===== config.mk =====
export PLATFORM = sky130hd
export DESIGN_NAME = adaptive_sample_decimator_unit
export DESIGN_NICKNAME = d
export VERILOG_FILES = /design/src/rtl/asdu_pkg.sv /design/src/rtl/adaptive_sample_decimator_unit.sv /design/src/rtl/asdu_addsub.sv /design/src/rtl/asdu_seq.sv
export VERILOG_INCLUDE_DIRS = /design/src /design/src/rtl
export SDC_FILE = /design/constraint.sdc
export NUM_CORES = 1
export LEC_CHECK = 0
export BUFFER_PORTS_ARGS = -buffer_cell sky130_fd_sc_hd__buf_2
export CORE_ASPECT_RATIO = 2
export CORE_MARGIN = 3
export CORE_UTILIZATION = 60
export CTS_BUF_LIST = sky130_fd_sc_hd__clkbuf_4 sky130_fd_sc_hd__clkbuf_8 sky130_fd_sc_hd__clkbuf_16
export CTS_CLUSTER_SIZE = 14
export DETAILED_ROUTE_END_ITERATION = 16
export GPL_TIMING_DRIVEN = 0
export PLACE_DENSITY_LB_ADDON = 0.12
export SYNTH_ARGS = -nofsm -noshare
export SYNTH_HDL_FRONTEND = slang
export SYNTH_SLANG_ARGS = --single-unit

===== constraint.sdc =====
create_clock -name i_clk -period 12.3 [get_ports i_clk]
set_clock_uncertainty 0.1 [all_clocks]
set_input_delay 2.46 -clock i_clk [delete_from_list [all_inputs] [get_ports i_clk]]
set_output_delay 2.46 -clock i_clk [all_outputs]
set_load 0.02 [all_outputs]

===== src/rtl/adaptive_sample_decimator_unit_defines.svh =====
// Assertion macros shared by the decimator RTL.
// Each expects i_clk and i_rst_n in the scope of the module that uses it.
`ifndef ADAPTIVE_SAMPLE_DECIMATOR_UNIT_DEFINES_SVH
`define ADAPTIVE_SAMPLE_DECIMATOR_UNIT_DEFINES_SVH

`ifndef NO_ASSERTIONS
// same-cycle implication
`define ASDU_ASSERT_NOW(label, ante, cons) \
    label: assert property (@(posedge i_clk) disable iff (!i_rst_n) (ante) |-> (cons)) \
        else $error("asdu same-cycle check failed");
// next-cycle implication
`define ASDU_ASSERT_NEXT(label, ante, cons) \
    label: assert property (@(posedge i_clk) disable iff (!i_rst_n) (ante) |=> (cons)) \
        else $error("asdu next-cycle check failed");
`else
`define ASDU_ASSERT_NOW(label, ante, cons)
`define ASDU_ASSERT_NEXT(label, ante, cons)
`endif

`endif


===== src/rtl/asdu_pkg.sv =====
`timescale 1ns / 1ps

package asdu_pkg;

    localparam int TIME_WIDTH_DEF = 32;
    localparam int FRAC_WIDTH_DEF = 16;

    localparam int NOW_W     = 32;
    localparam int FRAC_IN_W = 16;
    localparam int STRIDE_W  = 32;

    localparam logic [FRAC_IN_W-1:0] FRAC_RESET = 16'd655;
    localparam logic [STRIDE_W-1:0]  STRIDE_MAX = 32'hFFFF_FFFF;
    localparam logic [STRIDE_W-1:0]  STRIDE_ONE = 32'd1;

    localparam logic [1:0] CMD_ENTRY = 2'd0;
    localparam logic [1:0] CMD_EXIT  = 2'd1;
    localparam logic [1:0] CMD_CLEAR = 2'd2;

    localparam logic [1:0] ERR_NONE     = 2'd0;
    localparam logic [1:0] ERR_NO_EXIT  = 2'd1;
    localparam logic [1:0] ERR_NO_ENTRY = 2'd2;

    typedef enum logic [1:0] {
        PH_CLEAR   = 2'd0,
        PH_ENTERED = 2'd1,
        PH_READY   = 2'd2
    } t_phase;

    typedef enum logic [1:0] {
        TS_IDLE,
        TS_CALC,
        TS_EMIT
    } t_top_state;

    typedef enum logic [1:0] {
        SQ_IDLE,
        SQ_MUL,
        SQ_DIV,
        SQ_DONE
    } t_seq_state;

    typedef struct packed {
        logic [1:0]       cmd;
        logic [NOW_W-1:0] now;
    } t_in_word;

    typedef struct packed {
        logic       take_sample;
        logic [1:0] error;
        logic [1:0] phase;
    } t_out_word;

endpackage


===== src/rtl/adaptive_sample_decimator_unit.sv =====
`timescale 1ns / 1ps
`include "adaptive_sample_decimator_unit_defines.svh"

// Adaptive sample decimator: decides per region-entry word whether to sample.
// Input channel: i_in_valid / i_in_data (cmd, now) / o_in_stall.
// Output channel: o_out_valid / o_out_data (take_sample, error, phase) / i_out_stall.
// Every accepted word gives exactly one result word.
// Config: i_cfg_we / i_cfg_wdata writes the overhead fraction (Q0.16); write only while idle.
// Ordinary words land in the output register at the accept edge and show
// in the next cycle; one word per cycle while the output drains.
// Calibrating entry (an entry after an exit in the entered phase) runs the shared
// adder: FRAC_WIDTH multiply steps, then TIME_WIDTH+FRAC_WIDTH divide steps, then
// the result word is loaded from the emit state; a zero divisor skips the
// arithmetic. o_in_stall is high meanwhile.
// Stall: while a result waits under i_out_stall, o_in_stall stays high and the
// output word holds.
// Reset (synchronous, i_rst_n low): phase clear, stride one, count zero,
// overhead fraction 655, no output word pending.
module adaptive_sample_decimator_unit #(
    parameter int TIME_WIDTH = asdu_pkg::TIME_WIDTH_DEF,
    parameter int FRAC_WIDTH = asdu_pkg::FRAC_WIDTH_DEF
) (
    input  logic                           i_clk,
    input  logic                           i_rst_n,
    input  logic                           i_in_valid,
    input  asdu_pkg::t_in_word             i_in_data,
    output logic                           o_in_stall,
    output logic                           o_out_valid,
    output asdu_pkg::t_out_word            o_out_data,
    input  logic                           i_out_stall,
    input  logic                           i_cfg_we,
    input  logic [asdu_pkg::FRAC_IN_W-1:0] i_cfg_wdata
);

    asdu_pkg::t_top_state r_state, n_state;

    // architectural state
    asdu_pkg::t_phase              r_status, n_status;
    logic [TIME_WIDTH-1:0]         r_stamp, n_stamp;
    logic [TIME_WIDTH-1:0]         r_sample, n_sample;
    logic                          r_exit, n_exit;
    logic [asdu_pkg::STRIDE_W-1:0] r_stride;
    logic [asdu_pkg::STRIDE_W-1:0] r_count, n_count;
    logic [asdu_pkg::FRAC_IN_W-1:0] r_frac;

    logic                  r_out_valid;
    asdu_pkg::t_out_word   r_out_data;

    logic                          in_acc, slot_free, load_out, calib, step_take;
    logic [1:0]                    step_err;
    logic [TIME_WIDTH-1:0]         now_t, elapsed;
    logic [asdu_pkg::STRIDE_W-1:0] count_inc;
    logic                          seq_done;
    logic [asdu_pkg::STRIDE_W-1:0] seq_stride;

    assign now_t     = TIME_WIDTH'(i_in_data.now);
    assign elapsed   = now_t - r_stamp;   // wraps mod 2^TIME_WIDTH
    assign count_inc = r_count + asdu_pkg::STRIDE_ONE;
    assign slot_free = !r_out_valid || !i_out_stall;

    // per-word state update
    always_comb begin
        n_status  = r_status;
        n_stamp   = r_stamp;
        n_sample  = r_sample;
        n_exit    = r_exit;
        n_count   = r_count;
        step_take = 1'b0;
        step_err  = asdu_pkg::ERR_NONE;
        calib     = 1'b0;
        unique case (i_in_data.cmd)
            asdu_pkg::CMD_ENTRY: begin
                unique case (r_status)
                    asdu_pkg::PH_CLEAR: begin
                        n_stamp   = now_t;
                        n_exit    = 1'b0;
                        n_status  = asdu_pkg::PH_ENTERED;
                        step_take = 1'b1;
                    end
                    asdu_pkg::PH_ENTERED: begin
                        if (!r_exit) step_err = asdu_pkg::ERR_NO_EXIT;
                        else         calib    = 1'b1;
                    end
                    default: begin
                        if (count_inc == r_stride) begin
                            n_count   = '0;
                            step_take = 1'b1;
                        end else begin
                            n_count = count_inc;
                        end
                    end
                endcase
            end
            asdu_pkg::CMD_EXIT: begin
                unique case (r_status)
                    asdu_pkg::PH_CLEAR:   step_err = asdu_pkg::ERR_NO_ENTRY;
                    asdu_pkg::PH_ENTERED: begin
                        n_sample = elapsed;
                        n_exit   = 1'b1;
                    end
                    default: ;  // exit while ready is ignored
                endcase
            end
            asdu_pkg::CMD_CLEAR: n_status = asdu_pkg::PH_CLEAR;
            default: ;          // unused command
        endcase
    end

    // next state
    always_comb begin
        n_state = r_state;
        unique case (r_state)
            asdu_pkg::TS_IDLE: begin
                if (in_acc && calib) n_state = asdu_pkg::TS_CALC;
            end
            asdu_pkg::TS_CALC: begin
                if (seq_done) n_state = asdu_pkg::TS_EMIT;
            end
            asdu_pkg::TS_EMIT: begin
                if (slot_free) n_state = asdu_pkg::TS_IDLE;
            end
            default: n_state = asdu_pkg::TS_IDLE;
        endcase
    end

    // control outputs
    always_comb begin
        o_in_stall = (r_state != asdu_pkg::TS_IDLE) || !slot_free;
        in_acc     = i_in_valid && !o_in_stall;
        load_out   = 1'b0;
        unique case (r_state)
            asdu_pkg::TS_IDLE: load_out = in_acc && !calib;
            asdu_pkg::TS_EMIT: load_out = slot_free;
            default:           load_out = 1'b0;
        endcase
    end

    asdu_seq #(
        .TIME_WIDTH (TIME_WIDTH),
        .FRAC_WIDTH (FRAC_WIDTH)
    ) u_seq (
        .i_clk    (i_clk),
        .i_rst_n  (i_rst_n),
        .i_start  (in_acc && calib),
        .i_sample (r_sample),
        .i_work   (elapsed),
        .i_frac   (FRAC_WIDTH'(r_frac)),
        .o_done   (seq_done),
        .o_stride (seq_stride)
    );

    always_ff @(posedge i_clk) begin
        if (!i_rst_n) begin
            r_state     <= asdu_pkg::TS_IDLE;
            r_status    <= asdu_pkg::PH_CLEAR;
            r_stamp     <= '0;
            r_sample    <= '0;
            r_exit      <= 1'b0;
            r_stride    <= asdu_pkg::STRIDE_ONE;
            r_count     <= '0;
            r_frac      <= asdu_pkg::FRAC_RESET;
            r_out_valid <= 1'b0;
        end else begin
            r_state <= n_state;
            if (i_cfg_we) r_frac <= i_cfg_wdata;
            if (in_acc) begin
                r_status <= n_status;
                r_stamp  <= n_stamp;
                r_sample <= n_sample;
                r_exit   <= n_exit;
                r_count  <= n_count;
            end
            if (seq_done) begin
                r_stride <= seq_stride;
                r_count  <= '0;
                r_status <= asdu_pkg::PH_READY;
            end
            if (load_out)         r_out_valid <= 1'b1;
            else if (!i_out_stall) r_out_valid <= 1'b0;
        end
    end

    // result word, no reset needed
    always_ff @(posedge i_clk) begin
        if (load_out) begin
            if (r_state == asdu_pkg::TS_EMIT) begin
                r_out_data.take_sample <= 1'b1;
                r_out_data.error       <= asdu_pkg::ERR_NONE;
                r_out_data.phase       <= asdu_pkg::PH_READY;
            end else begin
                r_out_data.take_sample <= step_take;
                r_out_data.error       <= step_err;
                r_out_data.phase       <= n_status;
            end
        end
    end

    assign o_out_valid = r_out_valid;
    assign o_out_data  = r_out_data;

    `ASDU_ASSERT_NOW(a_busy_stalls, r_state != asdu_pkg::TS_IDLE, o_in_stall)
    `ASDU_ASSERT_NOW(a_emit_ready, r_state == asdu_pkg::TS_EMIT,
                     r_status == asdu_pkg::PH_READY)
    `ASDU_ASSERT_NOW(a_stride_valid, r_status == asdu_pkg::PH_READY, r_stride != '0)
    `ASDU_ASSERT_NEXT(a_calib_no_out, in_acc && calib, !load_out)

endmodule


===== src/rtl/asdu_addsub.sv =====
`timescale 1ns / 1ps

// Shared adder/subtractor. o_carry on subtract means i_a >= i_b.
module asdu_addsub #(
    parameter int W = 49
) (
    input  logic [W-1:0] i_a,
    input  logic [W-1:0] i_b,
    input  logic         i_sub,
    output logic [W-1:0] o_sum,
    output logic         o_carry
);

    logic [W:0] sum_ext;

    always_comb begin
        sum_ext = {1'b0, i_a} + {1'b0, (i_sub ? ~i_b : i_b)} + {{W{1'b0}}, i_sub};
    end

    assign o_sum   = sum_ext[W-1:0];
    assign o_carry = sum_ext[W];

endmodule


===== src/rtl/asdu_seq.sv =====
`timescale 1ns / 1ps
`include "adaptive_sample_decimator_unit_defines.svh"

// Stride calculator: shift-add multiply for the divisor, then restoring
// divide, both on one adder.
module asdu_seq #(
    parameter int TIME_WIDTH = asdu_pkg::TIME_WIDTH_DEF,
    parameter int FRAC_WIDTH = asdu_pkg::FRAC_WIDTH_DEF
) (
    input  logic                          i_clk,
    input  logic                          i_rst_n,
    input  logic                          i_start,
    input  logic [TIME_WIDTH-1:0]         i_sample,
    input  logic [TIME_WIDTH-1:0]         i_work,
    input  logic [FRAC_WIDTH-1:0]         i_frac,
    output logic                          o_done,
    output logic [asdu_pkg::STRIDE_W-1:0] o_stride
);

    localparam int NUM_W = TIME_WIDTH + FRAC_WIDTH;
    localparam int DEN_W = TIME_WIDTH + FRAC_WIDTH;
    localparam int ALU_W = DEN_W + 1;
    localparam int CNT_W = $clog2(NUM_W + 1);
    localparam int Q_W   = asdu_pkg::STRIDE_W + 1;

    localparam logic [CNT_W-1:0] MUL_LAST = CNT_W'(FRAC_WIDTH - 1);
    localparam logic [CNT_W-1:0] DIV_LAST = CNT_W'(NUM_W - 1);
    localparam logic [Q_W-1:0]   Q_SAT    = {1'b0, asdu_pkg::STRIDE_MAX} - Q_W'(1);

    asdu_pkg::t_seq_state r_state, n_state;

    logic [TIME_WIDTH-1:0] r_mcand;
    logic [FRAC_WIDTH-1:0] r_mplier;
    logic [DEN_W-1:0]      r_acc;     // product, then divisor
    logic [NUM_W-1:0]      r_num;
    logic [DEN_W-1:0]      r_rem;
    logic [Q_W-1:0]        r_q;
    logic                  r_sat;
    logic [CNT_W-1:0]      r_cnt;

    logic [ALU_W-1:0] alu_a, alu_b, alu_sum;
    logic             alu_sub, alu_carry;
    logic [Q_W:0]     q_ext;
    logic             zero_div;

    asdu_addsub #(.W(ALU_W)) u_addsub (
        .i_a     (alu_a),
        .i_b     (alu_b),
        .i_sub   (alu_sub),
        .o_sum   (alu_sum),
        .o_carry (alu_carry)
    );

    assign zero_div = (i_frac == '0) || (i_work == '0);
    assign q_ext    = {r_q, alu_carry};

    // next state
    always_comb begin
        n_state = r_state;
        unique case (r_state)
            asdu_pkg::SQ_IDLE: begin
                if (i_start) n_state = zero_div ? asdu_pkg::SQ_DONE : asdu_pkg::SQ_MUL;
            end
            asdu_pkg::SQ_MUL: begin
                if (r_cnt == '0) n_state = asdu_pkg::SQ_DIV;
            end
            asdu_pkg::SQ_DIV: begin
                if (r_cnt == '0) n_state = asdu_pkg::SQ_DONE;
            end
            asdu_pkg::SQ_DONE: n_state = asdu_pkg::SQ_IDLE;
            default:           n_state = asdu_pkg::SQ_IDLE;
        endcase
    end

    // adder operands and outputs
    always_comb begin
        alu_a   = {r_acc, 1'b0};
        alu_b   = r_mplier[FRAC_WIDTH-1] ? ALU_W'(r_mcand) : '0;
        alu_sub = 1'b0;
        unique case (r_state)
            asdu_pkg::SQ_DIV: begin
                alu_a   = {r_rem, r_num[NUM_W-1]};
                alu_b   = {1'b0, r_acc};
                alu_sub = 1'b1;
            end
            default: ;
        endcase
        o_done   = (r_state == asdu_pkg::SQ_DONE);
        o_stride = (r_sat || r_q >= Q_SAT) ? asdu_pkg::STRIDE_MAX
                                           : r_q[asdu_pkg::STRIDE_W-1:0] + asdu_pkg::STRIDE_ONE;
    end

    always_ff @(posedge i_clk) begin
        if (!i_rst_n) begin
            r_state <= asdu_pkg::SQ_IDLE;
        end else begin
            r_state <= n_state;
        end
    end

    always_ff @(posedge i_clk) begin
        unique case (r_state)
            asdu_pkg::SQ_IDLE: begin
                if (i_start) begin
                    r_mcand  <= i_work;
                    r_mplier <= i_frac;
                    r_num    <= {i_sample, {FRAC_WIDTH{1'b0}}};
                    r_acc    <= '0;
                    r_rem    <= '0;
                    r_q      <= '0;
                    r_sat    <= zero_div;
                    r_cnt    <= MUL_LAST;
                end
            end
            asdu_pkg::SQ_MUL: begin
                r_acc    <= alu_sum[DEN_W-1:0];
                r_mplier <= r_mplier << 1;
                r_cnt    <= (r_cnt == '0) ? DIV_LAST : r_cnt - CNT_W'(1);
            end
            asdu_pkg::SQ_DIV: begin
                r_rem <= alu_carry ? alu_sum[DEN_W-1:0] : alu_a[DEN_W-1:0];
                r_num <= r_num << 1;
                r_q   <= q_ext[Q_W-1:0];
                r_sat <= r_sat | q_ext[Q_W];
                r_cnt <= r_cnt - CNT_W'(1);
            end
            default: ;
        endcase
    end

    `ASDU_ASSERT_NOW(a_start_idle, i_start, r_state == asdu_pkg::SQ_IDLE)
    `ASDU_ASSERT_NOW(a_stride_nonzero, o_done, o_stride != '0)
    `ASDU_ASSERT_NOW(a_sat_max, o_done && r_sat, o_stride == asdu_pkg::STRIDE_MAX)
    `ASDU_ASSERT_NEXT(a_done_once, o_done, !o_done)

endmodule


Yosys cells after proc, flatten, opt, wreduce, memory -nomap -nowiden
Cells that the tools add are included.
- memories: 0
- memory bits (read-only): 0
- bits in writable memories: 0
- latch bits: 0
- input bits: 55
- register bits: 389
- word-level logic and storage cells: 139
- bitwise operators: 4
- multiply operators: 0
- order comparisons: 1
- div/mod/pow operators: 0
- reductions and logical operators: 37
- equal/unequal tests: 18
- mux-type cells: 51
- $add $sub $neg: 6
- shift operators: 0
- operators by type and width (cell ; number):
    $pmux W48 S2 ; 3
    $mux W49 ; 3
    $mux W48 ; 3
    $mux W32 ; 3
    $pmux W33 S2 ; 1
    $add A32 B1 Y32 const B ; 2
    $add A49 B49 Y50 ; 1
    $add A50 B1 Y50 ; 1
    $not A49 Y49 ; 1
    $ge A33 B32 Y1 const B ; 1
    $mux W33 ; 1
    $eq A32 B32 Y1 ; 1
    $logic_not A32 Y1 ; 1
    $pmux W16 S2 ; 1
    $sub A32 B32 Y32 ; 1
    $mux W2 ; 11
    $pmux W6 S3 ; 1
    $logic_not A16 Y1 ; 1
    $mux W16 ; 1
    $reduce_and A3 Y1 ; 5
    $mux W1 ; 13
    $mux W6 ; 2
    $ne A2 B1 Y1 const B ; 6
    $reduce_bool A2 Y1 ; 5
    other kinds (19) ; 48

Logic depth before layout (Yosys ltp)
- depth after elaboration: 9
- mapped depth: 23
- gate-level depth less buffers: 17

Cells and area by module
From an unflattened synthesis, not the netlist that was laid out.
- cells, all modules: 2390
- area, all modules: 22848.2 um2
- by module, submodules not included (module ; times used ; cells each ; area an instance (um2)):
    asdu_seq ; 1 ; 789 ; 10575.1
    adaptive_sample_decimator_unit ; 1 ; 1109 ; 8849.7
    asdu_addsub ; 1 ; 492 ; 3423.3

Worst setup path before layout
Ideal clock, no wire load.
- kind: reg-to-reg
- from: reg u_seq.r_state[0]
- to: reg u_seq.r_num[16], enable pin
- required time: 11.456 ns
- stages on the path, launching flop included: 7
- path buffers: 2
- slack: 2.428 ns
- library setup time: 0.744 ns
- arrival time: 9.027 ns
- path through: dfxtp_1 > inv_1 > ha_1 > clkbuf_1 > inv_1 > clkbuf_1 > o21ai_0
- longest elaborated chain between the ends: 3
- RTL lines (what ; line ; source):
    start, declared ; asdu_seq.sv:30 ; asdu_pkg::t_seq_state r_state, n_state;
    start signal, assigned ; asdu_seq.sv:95 ; r_state <= asdu_pkg::SQ_IDLE;
    start signal, assigned ; asdu_seq.sv:97 ; r_state <= n_state;
    $eq A2 B2 Y1 / $logic_not A2 Y1 (equally long branches) ; asdu_seq.sv:102 ; unique case (r_state)
    $reduce_bool A2 Y1 (no source line) / $ne A2 B1 Y1 (equally long branches) ; n/a ;
    $reduce_and A2 Y1 (no source line) * ; n/a ;
    end signal, assigned ; asdu_seq.sv:107 ; r_num <= {i_sample, {FRAC_WIDTH{1'b0}}};
    end signal, assigned ; asdu_seq.sv:122 ; r_num <= r_num << 1;
    end, declared ; asdu_seq.sv:35 ; logic [NUM_W-1:0] r_num;
Every way passes the cells marked *; elsewhere a longest branch is shown, timed or not.
A chain may end at the register's enable or synchronous reset.

Worst setup path in the final report
- from: reg u_seq.r_state[0]
- to: reg u_seq.r_rem[38], data pin
- longest elaborated chain between the ends: 8
- RTL lines (what ; line ; source):
    $eq A2 B2 Y1 ; asdu_seq.sv:80, asdu_seq.sv:102 ;
    $mux W49 ; asdu_seq.sv:80 ; unique case (r_state)
    $not A49 Y49 ; asdu_addsub.sv:17 ; sum_ext = {1'b0, i_a} + {1'b0, (i_sub ? ~i_b : i_b)} + {{W{1'b0}}, i_sub};
    $mux W49 ; asdu_addsub.sv:17 ;
    $add A49 B49 Y50 ; asdu_addsub.sv:17 ;
    $add A50 B1 Y50 ; asdu_addsub.sv:17 ;
    $mux W48 ; asdu_seq.sv:121 ; r_rem <= alu_carry ? alu_sum[DEN_W-1:0] : alu_a[DEN_W-1:0];
    $pmux W48 S2 * ; asdu_seq.sv:102 ;
    end signal, assigned ; asdu_seq.sv:121 ;
    end, declared ; asdu_seq.sv:36 ; logic [DEN_W-1:0] r_rem;
Marks and branches as above.

==> results.py <==
metrics = {
    "outcome": {
        "status": "finished clean",
    },
    "pwr": {
        "peakVddDrop_mv": 0.160,
        "seq_power_share": 0.338,
        "p_clk_frac": 0.253,
        "p_sw_frac": 0.387,
        "power.leakage_nw": 8.84,
        "p_int_mw": 2.80,
        "powerDensity_mw_per_mm2": 194,
        "power.share.combinational": 0.409,
        "p_sw_mw": 1.76,
    },
    "worst_setup_path": {
        "crit_path_max_fanout": 10,
        "worst-path-buf-inv": 8,
        "worst_ep_required_time_ps": 12560,
        "critPathKind": "reg2reg",
        "crit_slowest_cell": "o21bai_1",
        "max_stage_delay_ps": 750,
        "endpoint_kind": "flop",
        "critPathTopFamily": "buffers and inverters",
        "arrival_ps": 8270,
        "crit_chain": "inv_1 > ha_1 > clkbuf_1 > clkbuf_1 > clkbuf_1 > buf_1 > nand2_1 > o21ai_0 > ha_1 > clkbuf_1 > nand4_1 > nor4_1 > nand4_1 > nand3_1 > a22oi_1 > a31oi_1 > a211oi_1 > o21bai_1 > a22o_1 > clkbuf_1 > buf_1 > nand3_1 > o21ai_0",
        "crit_top_cell": "clkbuf_1",
        "critPathLaunchType": "flop",
    },
    "logic_synthesis": {
        "ys_types": 77,
        "syn_area_mm2": 0.0212,
        "synth_seq_cells": 373,
        "yosysSeqAreaShare": 0.456,
        "synthTopCellsByArea": "edfxtp_1 31%, dfxtp_1 14%, ha_1 5.2%, o21ai_0 5.1%, a21oi_1 5.1%",
        "synth_edf_count": 221,
        "synth.most_common_cell": "nand2_1",
        "ys_warn_count": 0,
        "synth_commonest_cells": "273 x nand2_1, 221 x edfxtp_1, 216 x o21ai_0, 215 x a21oi_1, 158 x nor2_1",
        "ys.flop_type": "edfxtp_1",
        "syn_nets": 2480,
        "synth_top_area_share": 0.312,
        "syn_area_per_cell_um2": 9.10,
        "yosysTopAreaCell": "edfxtp_1",
        "postSynthCellCount": 2335,
        "async_flop_share": 0,
    },
    "hold_path": {
        "hp-class": "reg2reg",
    },
    "timing": {
        "setup_violations": 0,
        "slew-limit-headroom": 0.196,
        "finalHoldViolCount": 0,
        "hold_ws_ps": 354,
        "rsz0062_at_grt": "false",
        "fin_tns_setup_ps": 0,
        "worst_slew_pin_slew_ps": 1210,
        "maxSlewViolCount": 0,
        "period_share": 0.651,
        "finalCriticalPeriod_ps": 8010,
        "fmax_mhz": 125,
    },
    "global_route": {
        "grt_max_degree": 33,
        "antenna_found_initial": 1,
        "grt_pass1_vias": 18300,
        "grt_pass1_wl_um": 95500,
        "grt_usage": 0.318,
        "grt_overflow": 0,
    },
    "routing": {
        "drc": 0,
        "drt_iter0_markers": 1183,
        "dr.pass1.iters": 5,
        "via_per_inst": 6.15,
        "vias": 17900,
        "wl_per_cell_um": 20.9,
        "ant_nets": 0,
        "wl_um": 60800,
    },
    "place": {
        "finalWeightedCongestion": 0.970,
        "port_buffers": 59,
        "hpwl_um": 46200,
    },
    "die": {
        "start_util": 0.614,
        "dieArea_mm2": 0.0378,
        "dieWidth_um": 139,
        "io_pins": 62,
        "std_cell_rows": 96,
        "die_height_um": 272,
        "core_area_mm2": 0.0346,
    },
    "layout": {
        "nets": 2584,
        "fillers": 2852,
        "syn_to_final_growth_pct": 10.5,
        "final_layout_size_suffix_gt1_frac": 0.0791,
    },
    "clock_network": {
        "cts_setup_buffers": 0,
        "cts_buffer_depth": 3,
        "hold_buffers": 0,
        "insertion_delay_ps": 540,
        "clkTransAtPathRegs_ps": 70,
        "cts_root_buf": "clkbuf_16",
        "htreeDepth": 2,
        "cts_sinks": 373,
        "numCtsBuffers": 36,
        "post_cts_resized": 0,
        "cts_tree": "done",
    },
    "flow_run": {
        "cap_viol_max_count": 0,
    },
}
-- kinds of logic after synthesis --
kind of cell | count (synthesis) | synth area share
buffers and inverters | 243 | 0.0430
AND/OR/NAND/NOR | 794 | 0.181
XOR/XNOR | 146 | 0.0609
multiplexers | 65 | 0.0334
AO/OA/AOI/OAI | 624 | 0.172
flip-flops | 373 | 0.456
adder cells (fa/ha/maj) | 90 | 0.0537
-- through the flow --
| step | instance area, um2 | instances | setup WS, ps | utilization | power (mW) |
|---|---|---|---|---|---|
| 3_3_place_gp | 22100 | 2835 | -1820 | 0.638 | 3.37 |
| 2_1_floorplan | 21200 | 2335 | 2430 | - | 2.88 |
| 6_report | 23500 | 2908 | 4290 | 0.678 | 4.56 |
| 5_1_grt | 23500 | 2908 | 3860 | 0.678 | 4.82 |
| 4_1_cts | 23500 | 2907 | 4400 | 0.678 | 4.55 |
| 3_5_place_dp | 22200 | 2842 | 4470 | 0.643 | 3.40 |
-- power groups by stage --
stage / logic [mW] / registers, mW / clock network [mW]
3_5_place_dp: 1.83 / 1.57 / 0
3_3_place_gp: 1.77 / 1.61 / 0
4_1_cts: 1.84 / 1.54 / 1.17
6_report: 1.86 / 1.54 / 1.15
2_1_floorplan: 1.30 / 1.58 / 0
5_1_grt: 2.05 / 1.55 / 1.22
-- tightest hold or removal path: cells and delay by family, from the launching register on --
kind | cells | cell delay (ps)
AOI/OAI and AO/OA | 1 | 50
DFF | 1 | 310
and+or+nand+nor | 1 | 50
-- placed cells by master (no fill, tap or decap), types with 85 or more instances in the layout --
cell / synthesis / layout
nand2_1: 273 / 273
inv_1: 113 / 113
clkbuf_1: 118 / 118
xnor2_1: 89 / 89
a21oi_1: 215 / 215
nor2_1: 158 / 158
ha_1: 88 / 88
and2_1: 85 / 85
o21ai_0: 216 / 214
edfxtp_1: 221 / 221
dfxtp_1: 152 / 152
-- sequential cells by signal (all words and copies together), names as in the netlist --
| signal | flops |
|---|---|
| u_seq.r_sat | 1 |
| r_frac | 16 |
| u_seq.r_mplier | 16 |
| u_seq.r_num | 32 |
| o_out_data | 5 |
| r_count | 32 |
| r_status | 2 |
| u_seq.r_rem | 48 |
| u_seq.r_q | 33 |
| u_seq.r_mcand | 32 |
| o_out_valid | 1 |
| r_stride | 32 |
| r_state | 2 |
| r_exit | 1 |
| r_sample | 32 |
| u_seq.r_state | 2 |
| u_seq.r_acc | 48 |
| u_seq.r_cnt | 6 |
| r_stamp | 32 |
-- worst paths after layout --
kind | start | end | slack [ps] | cells after the start
worst max register to register | u_seq.r_state[0]$_SDFFE_PN0P_ | u_seq.r_rem[38]$_SDFFCE_PN0P_ | 4290 | 23
worst max-delay path | u_seq.r_state[0]$_SDFFE_PN0P_ | u_seq.r_rem[38]$_SDFFCE_PN0P_ | 4290 | 23
worst min-delay path | r_stamp[27]$_SDFFE_PN0P_ | r_stamp[27]$_SDFFE_PN0P_ | 350 | 2
worst min register to register | r_stamp[27]$_SDFFE_PN0P_ | r_stamp[27]$_SDFFE_PN0P_ | 350 | 2
-- metal layers --
metal	track usage	vias up	wire [um]
met5	0	-	0
met4	0.247	0	5620
met3	0.0327	258	2560
met2	0.609	646	32700
met1	0.304	8425	20000
li1	-	8543	-
-- final cells by class --
class / count / area [um2] / area share
diodes: 1 / 2.50 / 0.000107
plain buffers: 129 / 485 / 0.0207
clock buffers: 54 / 1050 / 0.0450
clock inverters: 11 / 159 / 0.00677
inverters: 114 / 428 / 0.0182
multi-input cells: 1719 / 10700 / 0.455
flip-flops and latches: 373 / 9680 / 0.413
well taps: 441 / 552 / 0.0235
repair buffers: 66 / 428 / 0.0182
No activity file was read; power rests on OpenSTA's default activity.
